**src/design/brs_pkg.sv**
```systemverilog
// ----------------------------------------------------------------------------
// brs_pkg
// Shared sizes, configuration register indexes and item types of the
// bilinear resampler.
// ----------------------------------------------------------------------------
package brs_pkg;

    // Block limits
    localparam int MAX_SOURCE_DIM = 256;
    localparam int MAX_TARGET_DIM = 4096;
    localparam int MAX_PLANES     = 3;

    // Fixed field widths
    localparam int COORD_W    = 12;
    localparam int SAMPLE_W   = 16;
    localparam int PLANE_W    = 2;
    localparam int CFG_IDX_W  = 3;
    localparam int CFG_DATA_W = 13;
    localparam int SRC_REG_W  = 9;
    localparam int TGT_REG_W  = 13;
    localparam int NP_REG_W   = 2;
    localparam int FRAC_W     = 8;

    // Derived widths
    localparam int SW_W      = $clog2(MAX_SOURCE_DIM + 1);
    localparam int TW_W      = $clog2(MAX_TARGET_DIM + 1);
    localparam int NP_W      = $clog2(MAX_PLANES + 1);
    localparam int SRC_IDX_W = $clog2(MAX_SOURCE_DIM);
    localparam int QW        = SRC_IDX_W + FRAC_W;
    localparam int NUM_W     = COORD_W + 1 + SW_W + FRAC_W;
    localparam int DEN_W     = TW_W + 1;
    localparam int DIV_W     = DEN_W + QW;
    localparam int HALF_W    = (SRC_IDX_W > 1) ? SRC_IDX_W - 1 : 1;
    localparam int RAM_DEPTH = MAX_PLANES << (2 * HALF_W);
    localparam int RAM_AW    = $clog2(RAM_DEPTH);

    // Queue between front and back
    localparam int QUEUE_DEPTH = 4;
    localparam int Q_PTR_W     = $clog2(QUEUE_DEPTH);

    // Configuration register indexes
    localparam logic [CFG_IDX_W-1:0] CFG_SOURCE_WIDTH  = 3'd0;
    localparam logic [CFG_IDX_W-1:0] CFG_SOURCE_HEIGHT = 3'd1;
    localparam logic [CFG_IDX_W-1:0] CFG_TARGET_WIDTH  = 3'd2;
    localparam logic [CFG_IDX_W-1:0] CFG_TARGET_HEIGHT = 3'd3;
    localparam logic [CFG_IDX_W-1:0] CFG_PLANE_COUNT   = 3'd4;

    // Effective (saturated) frame sizes
    typedef struct packed {
        logic [SW_W-1:0] sw;
        logic [SW_W-1:0] sh;
        logic [TW_W-1:0] tw;
        logic [TW_W-1:0] th;
        logic [NP_W-1:0] np;
    } t_cfg;

    // Classified item as held in the queue
    typedef struct packed {
        logic                is_req;
        logic                ok;
        logic [PLANE_W-1:0]  plane;
        logic [COORD_W-1:0]  col;
        logic [COORD_W-1:0]  row;
        logic [SAMPLE_W-1:0] sample;
    } t_item;

endpackage

```
**src/design/brs_queue.sv**
```systemverilog
// ----------------------------------------------------------------------------
// brs_queue
// Short item queue between the front and the back.
// ----------------------------------------------------------------------------
module brs_queue import brs_pkg::*; (
    input  logic  i_clk,
    input  logic  i_rst_n,
    input  logic  i_push,
    input  t_item i_item,
    input  logic  i_pop,
    output logic  o_valid,
    output logic  o_full,
    output t_item o_item
);

    t_item              r_entry [QUEUE_DEPTH];
    logic [Q_PTR_W-1:0] r_wptr;
    logic [Q_PTR_W-1:0] r_rptr;
    logic [Q_PTR_W:0]   r_count;

    // pointers and fill count
    always_ff @(posedge i_clk) begin
        if (!i_rst_n) begin
            r_wptr  <= '0;
            r_rptr  <= '0;
            r_count <= '0;
        end else begin
            if (i_push) begin
                r_wptr <= r_wptr + 1'b1;
            end
            if (i_pop) begin
                r_rptr <= r_rptr + 1'b1;
            end
            r_count <= r_count + (Q_PTR_W+1)'(i_push) - (Q_PTR_W+1)'(i_pop);
        end
    end

    // store the entry
    always_ff @(posedge i_clk) begin
        if (i_push) begin
            r_entry[r_wptr] <= i_item;
        end
    end

    assign o_valid = r_count != '0;
    assign o_full  = 32'(r_count) == QUEUE_DEPTH;
    assign o_item  = r_entry[r_rptr];

endmodule

```
**config.mk**
```make
export PLATFORM = sky130hd
export DESIGN_NAME = brs_queue
export DESIGN_NICKNAME = d
export VERILOG_FILES = /design/src/design/brs_pkg.sv /design/src/design/brs_queue.sv
export SDC_FILE = /design/constraint.sdc
export NUM_CORES = 1
export LEC_CHECK = 0
export BUFFER_PORTS_ARGS = -buffer_cell sky130_fd_sc_hd__clkbuf_2
export CAP_MARGIN = 40
export CORE_ASPECT_RATIO = 0.75
export CORE_UTILIZATION = 61
export DETAILED_ROUTE_END_ITERATION = 8
export PLACE_DENSITY = 0.92
export SLEW_MARGIN = 20
export SYNTH_ARGS = -nofsm -noshare
export SYNTH_HDL_FRONTEND = slang
export SYNTH_SLANG_ARGS = --single-unit
```
**constraint.sdc**
```tcl
create_clock -name i_clk -period 5.71 [get_ports i_clk]
set_input_delay 0.571 -clock i_clk [delete_from_list [all_inputs] [get_ports i_clk]]
set_output_delay 0.571 -clock i_clk [all_outputs]
set_load 0.01 [all_outputs]
```
## Word-level counts from Yosys, hierarchy flattened

Memories as Yosys holds them, arrays and structs flattened. A register that Yosys moved wholly into a read port is not among the register bits.
Cells that the tools add are included.
W data, S select, Z words.

- Add/subtract/negate cells: 4
- Eq/ne operators: 1
- Muxes and demuxes: 4
- Reductions and logical operators: 1

Operators with widths:

| cell | count |
|---|---|
| $add A2 B1 Y2 const B | 2 |
| $mux W2 | 2 |
| $add A3 B1 Y3 | 1 |
| $eq A3 B3 Y1 const B | 1 |
| $reduce_bool A3 Y1 | 1 |
| $sub A3 B1 Y3 | 1 |
| $mux W1 | 2 |

- Flip-flop bits (word level): 7
- Bits in writable memories: 176
- Input port bits: 48
- Output and inout port bits: 46
- Memories kept: 1

Memory list:

| memory | depth | bits a word | rd ports | clocked after Yosys merged registers in | wr ports | line | RTL |
|---|---|---|---|---|---|---|---|
| r_entry | 4 | 44 | 1 | 1 | 1 | brs_queue.sv:16 | `t_item r_entry [QUEUE_DEPTH];` |

## Longest topological paths before layout

- Depth after elaboration: 3
- Gate-level depth with buffers: 7
- Depth with buffers taken out: 7

## Least setup slack after synthesis

Ideal clock, no wire load.

- Kind: input -> register
- Start point: input i_push
- End point: memory r_entry[0][0] (netlist name), enable pin
- Library setup time: 0.406 ns
- Arrival: 1.632 ns
- Required time: 5.304 ns
- Path slack: 3.673 ns
- Stages: 1
- Buffers on the path: 0
- Cells stage by stage: and2_1

- Cells in the longest elaborated chain, start to end: 2

Ends and longest elaborated chain:

| what | line | RTL |
|---|---|---|
| start, declared | brs_queue.sv:8 | `input logic i_push,` |
| $mux W1 | brs_queue.sv:40 | `if (i_push) begin` |
| $mux W1 (implied by the code) | brs_queue.sv:41 | `r_entry[r_wptr] <= i_item;` |
| end, declared | brs_queue.sv:16 |  |

No other way between the ends.

==> key figures <==
STA
  • Setup TNS: 0 ps
  • Min Tclk post-route: 2649 ps
  • Final Cycle Share: 46.40%
  • RSZ-0062 raised after global routing: no
  • Max_slew headroom: 54.90%
  • Slew @ Worst Pin: 676.5 ps
  • Final Hold Violating Endpoints: 0
  • Setup violators final: 0
  • Final max-slew violation count: 0
  • Fmax: 377.5 MHz
  • Worst Clk Skew: 6.086 ps

Global route
  • Vias in the first global route: 3257
  • GR Overflow Total: 0
  • First-pass GRT wire length: 17950 um
  • Total track usage: 21.71%
  • Largest net degree at the start of global routing: 34
  • Initial antenna violation count: 0

Clock tree
  • Cts bufs inserted: 17
  • Clk pin slew, worst setup/hold paths: 70 ps
  • CTS sink count: 185
  • CTS-repair resized insts: 0
  • Later-pin clock latency in the skew report: 420 ps
  • Root Driver: clkbuf_16
  • Hold buffers post-CTS: 0
  • Clock Path Buffers: 2
  • Number of H-tree levels: 4
  • Post-CTS setup buffer count: 0
  • CTS tree: done

Worst setup path
  • Nature of the critical path endpoint: output port
  • Critical path class: reg -> out
  • Worst setup SP type: flop
  • CP Data Arrival Time: 2080 ps
  • CP Max Fanout: 25
  • WP data required: 5140 ps

Power and ir drop
  • PwrDens: 373.3 nW/um2
  • Power, Total: 0.002995 W
  • Peak supply drop: 203.0 uV
  • Leakage: 2.785 nW

Min path
  • Worst hold path class: in -> reg

Finish
  • Filler cell count: 611
  • Post-route non-filler standard cell count: 534
  • Area growth syn-to-layout: 17.11%
  • Ant. Diodes: 0
  • Fin nets: 436
  • Layout cell share with drive strength beyond 1: 44.92%
  • Post-layout util: 73.33%

Floorplanning
  • Die Y: 93.78 um
  • Die W: 124.4 um
  • Io pins: 94
  • # rows: 33
  • Initial core utilization: 62.62%
  • Core area: 10940 um2
  • DIE AREA: 11660 um2

Place
  • Buffers on Ports: 93
  • Placed wire-length estimate: 7161 um
  • Placed cell count: 502
  • Final Wtd Congestion: 0.6707

Job
  • Max Cap Viol: 0

Detailed routing
  • Post-DR vias/cell: 5.888
  • Remaining DRCs: 0
  • Routed via count: 3144
  • WL/cell: 22.00 um
  • Final WL: 11750 um
  • TritonRoute pass-1 iters: 4
  • ANT nets after route: 0
  • Detailed router's first-iteration violation count: 204

Yosys
  • Syn Std Cell Area: 6852 um2
  • Seq/Total Area, Yosys: 79.77%
  • Ys Warns: 0
  • Flops & latches, synth: 185
  • Synth Instances: 273
  • Mean Syn Cell Area: 25.10 um2
  • Netlist cell types: 21
  • Post-synthesis net count: 328

Run status
  • Status: complete, no violations
## layout by cell type, fill, tap and decap left out
cell type	n
edfxtp_1	176
clkbuf_2	93
mux4_2	40
clkbuf_16	17
inv_1	7
dfxtp_1	7
ha_1	6
nor2_1	5
inv_6	5
mux4_1	4
and2_2	4
buf_4	4
clkinv_4	3
clkinvlp_4	3
and2_1	2
xnor2_1	2
buf_12	2
and3_1	1
or3_1	1
a21bo_2	1
nand3b_1	1
a21oi_1	1
mux2i_1	1
xor3_1	1
fa_1	1
dfxtp_4	1
dfxtp_2	1
clkinv_2	1
bufinv_16	1
inv_8	1
clkinv_1	1
## cell type report
cell class | count | area (um2) | area share [%]
multi-input cells | 71 | 1249 | 15.56
repair buffers | 99 | 535.5 | 6.674
inverters | 7 | 26.28 | 0.3275
flip-flops and latches | 185 | 5470 | 68.17
clock buffers | 17 | 425.4 | 5.302
well taps | 140 | 175.2 | 2.183
clock inverters | 15 | 142.6 | 1.778
## power breakdown
part	switching, W	internal [W]
Clock	0.000510	0.000610
Sequential	0.0000334	0.00156
Combinational	0.000143	0.000141
## metal layers
layer	global-route usage [%]	vias up	part of all wire [%]
met5	0	-	0
met4	9.940	0	1.4
met3	4.897	15	5.0
met2	35.54	100	51
met1	28.38	1662	42
li1	-	1367	-
## flip-flops by register name (all words and copies together), names as in the netlist, named ones only
name / cells
r_entry: 176
r_wptr: 2
r_rptr: 2
r_count: 3
## cells in the mapped netlist
library cell	count	share of area, %
mux2i_1	1	0.15
clkbuf_2	1	0.073
xnor2_1	2	0.26
or3_1	1	0.091
inv_1	7	0.38
edfxtp_1	176	77
and2_1	6	0.55
ha_1	6	1.1
a21bo_2	1	0.15
nand3b_1	1	0.11
buf_2	4	0.29
dfxtp_1	9	2.6
mux4_2	40	13
fa_1	1	0.29
and3_1	1	0.091
nor2_1	5	0.27
a21oi_1	1	0.073
xor3_1	1	0.35
buf_6	1	0.16
mux4_1	4	1.5
buf_12	4	1.2
## through the flow
step,worst slack [ps],instance area [um2],hold WS (ps)
4_1_cts,3002,8024,344.7
3_3_place_gp,3335,7416,502.6
5_1_grt,2918,8024,351.2
6_report,3061,8024,358.9
2_1_floorplan,3673,6852,499.3
3_5_place_dp,3438,7456,535.7
## path summary, 6_finish.rpt
| check | from | endpoint | depth (start not counted) | slack [ps] |
|---|---|---|---|---|
| worst min register to register | r_rptr[1]$_SDFFE_PN0P_ | flop | 2 | 560 |
| worst min-delay path | i_item[11] | r_entry[0][11]$_DFFE_PP_ | 1 | 360 |
| worst max-delay path | flop | o_item[37] | 3 | 3060 |
| worst max register to register | r_wptr[0]$_SDFFE_PN0P_ | r_entry[0][5]$_DFFE_PP_ | 4 | 3730 |
## kinds of logic after synthesis
logic type	count (synthesis)	synth area share, %
adder cells (fa/ha/maj)	7	1.388
flip-flops	185	79.77
XOR/XNOR	3	0.6026
AND/OR/NAND/NOR	14	1.114
buffers and inverters	17	2.082
AO/OA/AOI/OAI	2	0.2191
multiplexers	45	14.83
## critical path, cell delays in order, from the launching register on
cell and delay [ps]:
dfxtp_4 630, buf_12 290, mux4_2 580, clkbuf_2 150
No activity file was read; power rests on OpenSTA's default activity.
