[src/design/brs_pkg.sv]
// ----------------------------------------------------------------------------
// brs_pkg
// Shared sizes, configuration register indexes and item types of the
// bilinear resampler.
// ----------------------------------------------------------------------------
package brs_pkg;

    // Block limits
    localparam int MAX_SOURCE_DIM = 256;
    localparam int MAX_TARGET_DIM = 4096;
    localparam int MAX_PLANES     = 3;

    // Fixed field widths
    localparam int COORD_W    = 12;
    localparam int SAMPLE_W   = 16;
    localparam int PLANE_W    = 2;
    localparam int CFG_IDX_W  = 3;
    localparam int CFG_DATA_W = 13;
    localparam int SRC_REG_W  = 9;
    localparam int TGT_REG_W  = 13;
    localparam int NP_REG_W   = 2;
    localparam int FRAC_W     = 8;

    // Derived widths
    localparam int SW_W      = $clog2(MAX_SOURCE_DIM + 1);
    localparam int TW_W      = $clog2(MAX_TARGET_DIM + 1);
    localparam int NP_W      = $clog2(MAX_PLANES + 1);
    localparam int SRC_IDX_W = $clog2(MAX_SOURCE_DIM);
    localparam int QW        = SRC_IDX_W + FRAC_W;
    localparam int NUM_W     = COORD_W + 1 + SW_W + FRAC_W;
    localparam int DEN_W     = TW_W + 1;
    localparam int DIV_W     = DEN_W + QW;
    localparam int HALF_W    = (SRC_IDX_W > 1) ? SRC_IDX_W - 1 : 1;
    localparam int RAM_DEPTH = MAX_PLANES << (2 * HALF_W);
    localparam int RAM_AW    = $clog2(RAM_DEPTH);

    // Queue between front and back
    localparam int QUEUE_DEPTH = 4;
    localparam int Q_PTR_W     = $clog2(QUEUE_DEPTH);

    // Configuration register indexes
    localparam logic [CFG_IDX_W-1:0] CFG_SOURCE_WIDTH  = 3'd0;
    localparam logic [CFG_IDX_W-1:0] CFG_SOURCE_HEIGHT = 3'd1;
    localparam logic [CFG_IDX_W-1:0] CFG_TARGET_WIDTH  = 3'd2;
    localparam logic [CFG_IDX_W-1:0] CFG_TARGET_HEIGHT = 3'd3;
    localparam logic [CFG_IDX_W-1:0] CFG_PLANE_COUNT   = 3'd4;

    // Effective (saturated) frame sizes
    typedef struct packed {
        logic [SW_W-1:0] sw;
        logic [SW_W-1:0] sh;
        logic [TW_W-1:0] tw;
        logic [TW_W-1:0] th;
        logic [NP_W-1:0] np;
    } t_cfg;

    // Classified item as held in the queue
    typedef struct packed {
        logic                is_req;
        logic                ok;
        logic [PLANE_W-1:0]  plane;
        logic [COORD_W-1:0]  col;
        logic [COORD_W-1:0]  row;
        logic [SAMPLE_W-1:0] sample;
    } t_item;

endpackage

[src/design/brs_front.sv]
// ----------------------------------------------------------------------------
// brs_front
// Accepts input items and classifies them as in-range or out-of-range
// loads and requests before they enter the queue.
// ----------------------------------------------------------------------------
module brs_front import brs_pkg::*; (
    input  t_cfg                i_cfg,
    input  logic                i_in_valid,
    output logic                o_in_ready,
    input  logic                i_kind,
    input  logic [PLANE_W-1:0]  i_plane,
    input  logic [COORD_W-1:0]  i_column,
    input  logic [COORD_W-1:0]  i_line,
    input  logic [SAMPLE_W-1:0] i_sample,
    input  logic                i_q_full,
    output logic                o_push,
    output t_item               o_item
);

    logic w_plane_ok;
    logic w_load_ok;
    logic w_req_ok;

    // range checks against the effective sizes
    always_comb begin
        w_plane_ok = 32'(i_plane) < 32'(i_cfg.np);
        w_load_ok  = w_plane_ok && (32'(i_column) < 32'(i_cfg.sw))
                                && (32'(i_line) < 32'(i_cfg.sh));
        w_req_ok   = w_plane_ok && (32'(i_column) < 32'(i_cfg.tw))
                                && (32'(i_line) < 32'(i_cfg.th));
    end

    // build the queue entry
    always_comb begin
        o_item.is_req = i_kind;
        o_item.ok     = i_kind ? w_req_ok : w_load_ok;
        o_item.plane  = i_plane;
        o_item.col    = i_column;
        o_item.row    = i_line;
        o_item.sample = i_sample;
    end

    assign o_in_ready = !i_q_full;
    assign o_push     = i_in_valid && !i_q_full;

endmodule

[config.mk]
export PLATFORM = sky130hd
export DESIGN_NAME = brs_front
export DESIGN_NICKNAME = d
export VERILOG_FILES = /design/src/design/brs_pkg.sv /design/src/design/brs_front.sv
export SDC_FILE = /design/constraint.sdc
export NUM_CORES = 1
export LEC_CHECK = 0
export ABC_CLOCK_PERIOD_IN_PS = 1500
export BUFFER_PORTS_ARGS = -buffer_cell sky130_fd_sc_hd__buf_2
export CORE_MARGIN = 8
export CORE_UTILIZATION = 35
export DETAILED_ROUTE_END_ITERATION = 6
export PLACE_DENSITY = 0.9
export SYNTH_ARGS = -nofsm -noshare
export SYNTH_HDL_FRONTEND = slang
export SYNTH_SLANG_ARGS = --single-unit
export TNS_END_PERCENT = 1
[constraint.sdc]
create_clock -name vclk -period 1.5
set_input_delay 0.15 -clock vclk [all_inputs]
set_output_delay 0.15 -clock vclk [all_outputs]
set_load 0.02 [all_outputs]
; After elaboration in Yosys (flattened, before gate mapping)
; Cells that the tools add are included.
[op_classes]
order_cmp = 5
n_mux = 1
n_reduce_logical = 6
[op_table]
columns = op, n
row1 = $lt A12 B13 Y1, 2
row2 = $lt A12 B9 Y1, 2
row3 = $logic_and A1 B1 Y1, 5
row4 = $lt A2 B2 Y1, 1
row5 = $logic_not A1 Y1, 1
row6 = $mux W1, 1
[totals]
regBits = 0
inputBits = 91
out_inout_bits = 46
wordCells = 12

; Longest topological paths before layout
; Gate-level depths: netlist (run 1).
[depth]
ltp_word = 4
depth_mapped = 7
ltp_nobuf = 7

; Least setup slack after synthesis (run 1)
; OpenSTA, ideal clock, no wires.
[synth_timing]
path_type = in2out
start = in i_cfg[45] (netlist bit)
end = out o_item[42] (netlist bit)
arrival_ns = 1.548
required_ns = 1.350
path_slack_ns = -0.198
stages = 7
path_buffers = 0
path_cell_list = inv_1 -> ha_1 -> a2111oi_2 -> nand3_1 -> nor2_1 -> o211ai_1 -> o32ai_2
[synth_lines]
columns = element, line_no
row1 = "start, declared", brs_front.sv:7  ; input t_cfg i_cfg,
row2 = "end, declared", brs_front.sv:17  ; output t_item o_item

==> metrics.txt, run 1 <==
status=finished with violations; failing checks=negative setup slack; setup ws final=-157.2 ps; largest cells by area after synthesis=ha_1 35%, buf_4 23%, inv_1 12%, a211oi_1 3.8%, a21oi_1 3.6%; remaining antenna violation count after routing=0; Seq Cell Count=0; Min-Delay Endpoint=o_item[15]; count of input and output buffers=105; initial antenna violation count=0; cells after synthesis=190; routed length per instance=13.10 um; area of the multi-input gates=1010 um^2; distinct cell type count after synthesis=25; hold buffer count at cts=0; largest net degree at the start of global routing=4; # clk buffers=0; RSZ-0062 raised after global routing=true; final period utilization=110.5%; Hold WS=300.0 ps; drt drc=0; DRT Pass-1 Iters=3; vias in the first global route=1616; first-pass GRT wire length=6492 um; die area=6226 um^2; Critical Path End Type=output pin; max_slew headroom=82.23%; # setup viols final=1; routability congestion estimate=0.7342; n_diodes=0; gr usage total=11.95%; syn nets=320; grt ovf=0; initial drt markers=26; DR vias=1458; Max Fclk=603.4 MHz; Slew @ Worst Pin=265.0 ps; cell taking the most area after synthesis=ha_1; Avg Cell Area, Syn=7.290 um^2; max_cap viols=0; vias per cell=4.599; Slew Viols, Final=0; number of I/O pins=137; hold path depth=0; post-synth top area share=35.23%; # rows=23; fin util=48.37%; Yosys Warn Count=0; Initial Utilization=35.39%; Area Growth Syn to Fin=36.68%; DP Worst Slack=-283.3 ps; HP Start=i_sample[15]; sequential share of the synthesized area=0%; share of cells above drive strength 1=52.06%; Register Area=0 um^2; Die Height=78.91 um; placed wire-length estimate=3844 um; top post-synthesis cells by count=43 x buf_4, 43 x inv_1, 39 x ha_1; fill count=387; Routed WL=4152 um; CP required=1350 ps; critical path class=in2out; critical path fanouts, max=2; Pleak=0.001145 uW; Fin. Hold Viols=0; pwr/cell area=286.4 nW/um^2; Worst Path Arrival=1510 ps; Worst Setup Start Kind=primary input; Final nets=399; Setup TNS Final=-157.2 ps; core area=3914 um^2; type of the most critical hold path=in2out; Tmin final=1657 ps; Die W=78.91 um; Netlist Area Pre-Place=1385 um^2; peak supply drop=0.0001130 V
-- cell families (layout without fill, tap and decap cells) --
group                      Yosys count  count (layout)  share of synthesized area [%]
AOI/OAI and AO/OA                   37              37                          18.07
adders and majority gates           39              39                          35.23
buffers and inverters               86             163                          34.96
and+or+nand+nor                     28              28                          11.74
-- per-stage QoR --
step	std cells	total power [uW]	instance area [um^2]
after floorplan	190	366.1	1413
after global placement	317	481.4	1790
after detailed placement	317	498.6	1790
after CTS	317	519.4	1831
after global routing	317	606.5	1893
final	317	542.1	1893
-- metal layers --
metal	vias to the layer above	wire length, um	global-route usage [%]
met5	-	0	0
met4	0	74	1.667
met3	12	363	2.935
met2	57	2154	23.78
met1	633	1560	12.39
li1	756	-	-
-- how the worst max path moves through the flow --
| stage | startpoint | to | slack (ps) | depth (start not counted) |
|---|---|---|---|---|
| after floorplan | i_cfg[44] | o_item[42] | 10 | 7 |
| after global placement | i_cfg[12] | o_item[42] | -330 | 9 |
| after detailed placement | i_cfg[12] | o_item[42] | -280 | 9 |
| after CTS | i_cfg[12] | o_item[42] | -160 | 9 |
| after global routing | i_column[5] | o_item[42] | -210 | 8 |
| final | i_cfg[42] | o_item[42] | -160 | 9 |
-- critical path, stage by stage --
cell and delay, ps:
buf_2 70, inv_1 40, ha_1 320, a21oi_2 150
nor2b_1 70, o211ai_1 160, o211ai_1 150, o32ai_2 210
buf_4 180
-- placed cells by master (no fill, tap or decap), types with 2 or more instances in the layout --
cell type / netlist / final
inv_2: 0 / 2
nand4_1: 3 / 3
inv_1: 43 / 40
nand2_1: 4 / 4
buf_4: 43 / 16
nor3_2: 2 / 2
nand3_1: 3 / 3
a21oi_2: 0 / 2
o32ai_2: 1 / 2
a211oi_2: 0 / 3
ha_4: 0 / 4
a211oi_1: 7 / 3
nor2b_1: 3 / 3
a21o_1: 3 / 3
o211ai_1: 4 / 4
o21ai_1: 1 / 2
buf_2: 0 / 102
ha_1: 39 / 35
o21ai_0: 7 / 6
nor2_1: 6 / 6
nand2b_1: 3 / 3
a21oi_1: 10 / 8
-- layout make-up --
cell class | instances | area share, %
Multi-Input combinational cell | 104 | 53.34
Timing Repair Buffer | 120 | 34.70
Inverter | 43 | 8.658
Tap cell | 50 | 3.305
-- power by group --
part / leakage, uW / internal (uW) / switching [uW] / total, uW
Clock: 0 / 0 / 0 / 0
Sequential: 0 / 0 / 0 / 0
Combinational: 0.00115 / 270 / 272 / 542
-- repair_timing --
item | 4_1_cts | 5_1_grt
pin swaps | 2 | 7
endpoints found under the setup margin | 1 | 1
cloned | 0 | 0
resized for setup | 9 | 12
setup buffers | 0 | 0
(Power assumes the default switching activity.)
==> run 2, diff against run 1 <==
--- a/config.mk
+++ b/config.mk
@@ -11,6 +11,7 @@
 export CORE_UTILIZATION = 35
 export DETAILED_ROUTE_END_ITERATION = 6
 export PLACE_DENSITY = 0.9
+export SKIP_LAST_GASP = 1
 export SYNTH_ARGS = -nofsm -noshare
 export SYNTH_HDL_FRONTEND = slang
 export SYNTH_SLANG_ARGS = --single-unit
==> metrics.txt, run 2 (synthesized netlist as in run 1, its figures left out) <==
drt drc=0 (unchanged); fin util=47.12% (-1.2 points); type of the most critical hold path=in2out; DRT Pass-1 Iters=3 (unchanged); Pleak=0.001139 uW (-0.54%); Area Growth Syn to Fin=33.15%; gr usage total=11.92% (-0.023 points); setup ws final=-155.4 ps (+1.877 ps); Register Area=0 um^2 (unchanged); initial antenna violation count=0 (unchanged); hold buffer count at cts=0 (unchanged); remaining antenna violation count after routing=0 (unchanged); Slew @ Worst Pin=265.0 ps (unchanged); max_cap viols=0 (unchanged); most frequent cells in the layout=104 x buf_2, 42 x inv_1, 36 x ha_1; Routed WL=4024 um (-3.1%); vias per cell=4.587 (-0.27%); Max Fclk=604.1 MHz (+0.11%); Final nets=399 (unchanged); number of I/O pins=137 (unchanged); total setup buffers inserted after CTS=0 (unchanged); first-pass GRT wire length=6479 um (-0.20%); # rows=23 (unchanged); Die Height=78.91 um (unchanged); vias in the first global route=1615 (-0.062%); Critical Path End Type=output pin; CP required=1350 ps (about the same); RSZ-0062 raised after global routing=true; Worst Path Arrival=1510 ps (about the same); Min-Delay Endpoint=o_item[15]; largest net degree at the start of global routing=4 (unchanged); initial drt markers=17 (-35%); DR vias=1454 (-0.27%); count of input and output buffers=105 (unchanged); fill count=399 (+3.1%); placed wire-length estimate=3844 um (unchanged); max_slew headroom=82.23% (unchanged); pwr/cell area=283.6 nW/um^2 (-0.95%); core area=3914 um^2 (unchanged); HP Start=i_sample[15]; status=finished with violations; critical path fanouts, max=3 (+1); share of cells above drive strength 1=50.19% (-1.9 points); grt ovf=0 (unchanged); hold path depth=0 (unchanged); routability congestion estimate=0.7342 (unchanged); # clk buffers=0 (unchanged); n_diodes=0 (unchanged); Seq Cell Count=0 (unchanged); Tmin final=1655 ps (-1.877 ps); Slew Viols, Final=0 (unchanged); final period utilization=110.4% (-0.13 points); Worst Setup Start Kind=primary input; Fin. Hold Viols=0 (unchanged); commonest non-fill, non-tap cell in the layout=buf_2; critical path class=in2out; routed length per instance=12.69 um (-3.1%); # setup viols final=1 (unchanged); peak supply drop=0.0001128 V (-0.17%); failing checks=negative setup slack; Initial Utilization=35.39% (unchanged); DP Worst Slack=-283.3 ps (unchanged); die area=6226 um^2 (unchanged); Die W=78.91 um (unchanged)
-- run 2: worst max-delay path by stage --
stage                      from         end  slack [ps]  cells after the start
CTS                 i_column[8]  o_item[42]        -190                      8
detailed placement    i_cfg[12]  o_item[42]        -280                      9
global placement      i_cfg[12]  o_item[42]        -330                      9
global route        i_column[8]  o_item[42]        -230                      8
finish              i_column[8]  o_item[42]        -160                      8
floorplan             i_cfg[44]  o_item[42]          10                      7
-- run 2: area by class of cell --
class              instances  area (um^2)  area share [%]
multi-input cells        104        979.7           53.12
inverters                 43        161.4           8.752
repair buffers           120        640.6           34.74
well taps                 50        62.56           3.392
-- run 2: where the power goes --
part / leakage (uW) / switching (uW) / total (uW) / internal (uW)
Combinational: 0.00114 / 265 / 523 / 258
Sequential: 0 / 0 / 0 / 0
Clock: 0 / 0 / 0 / 0
-- run 2: layer usage --
layer  global-route usage [%]  vias to the layer above  share of wire [%]
met1                    12.46                      631                 39
met3                    3.047                       10                8.9
li1                         -                      758                  -
met5                        0                        -                  0
met4                    1.667                        0                1.5
met2                    23.53                       55                 51
-- run 2: metrics by stage --
stage | cells | hold slack, ps | area (um^2) | TNS [ps] | total power, uW
floorplan | 190 | 376.6 | 1413 | 0 | 366.1
global placement | 317 | 300.1 | 1790 | -332.6 | 481.4
detailed placement | 317 | 300.1 | 1790 | -283.3 | 498.6
CTS | 317 | 300.1 | 1803 | -186.5 | 510.5
global route | 317 | 300.0 | 1844 | -229.4 | 587.3
finish | 317 | 300.0 | 1844 | -155.4 | 523.1
-- run 2: critical path: stages --
cell and delay [ps]:
buf_2 130, ha_4 250, a2111oi_4 280, nand3_1 100, nor2_1 100, o211ai_1 110
o32ai_2 210, buf_4 180
-- run 2: repair_timing --
action,CTS,global route
resized for setup,4,6
pin swaps,2,5
gates cloned,0,0
endpoints found under the setup margin,1,1
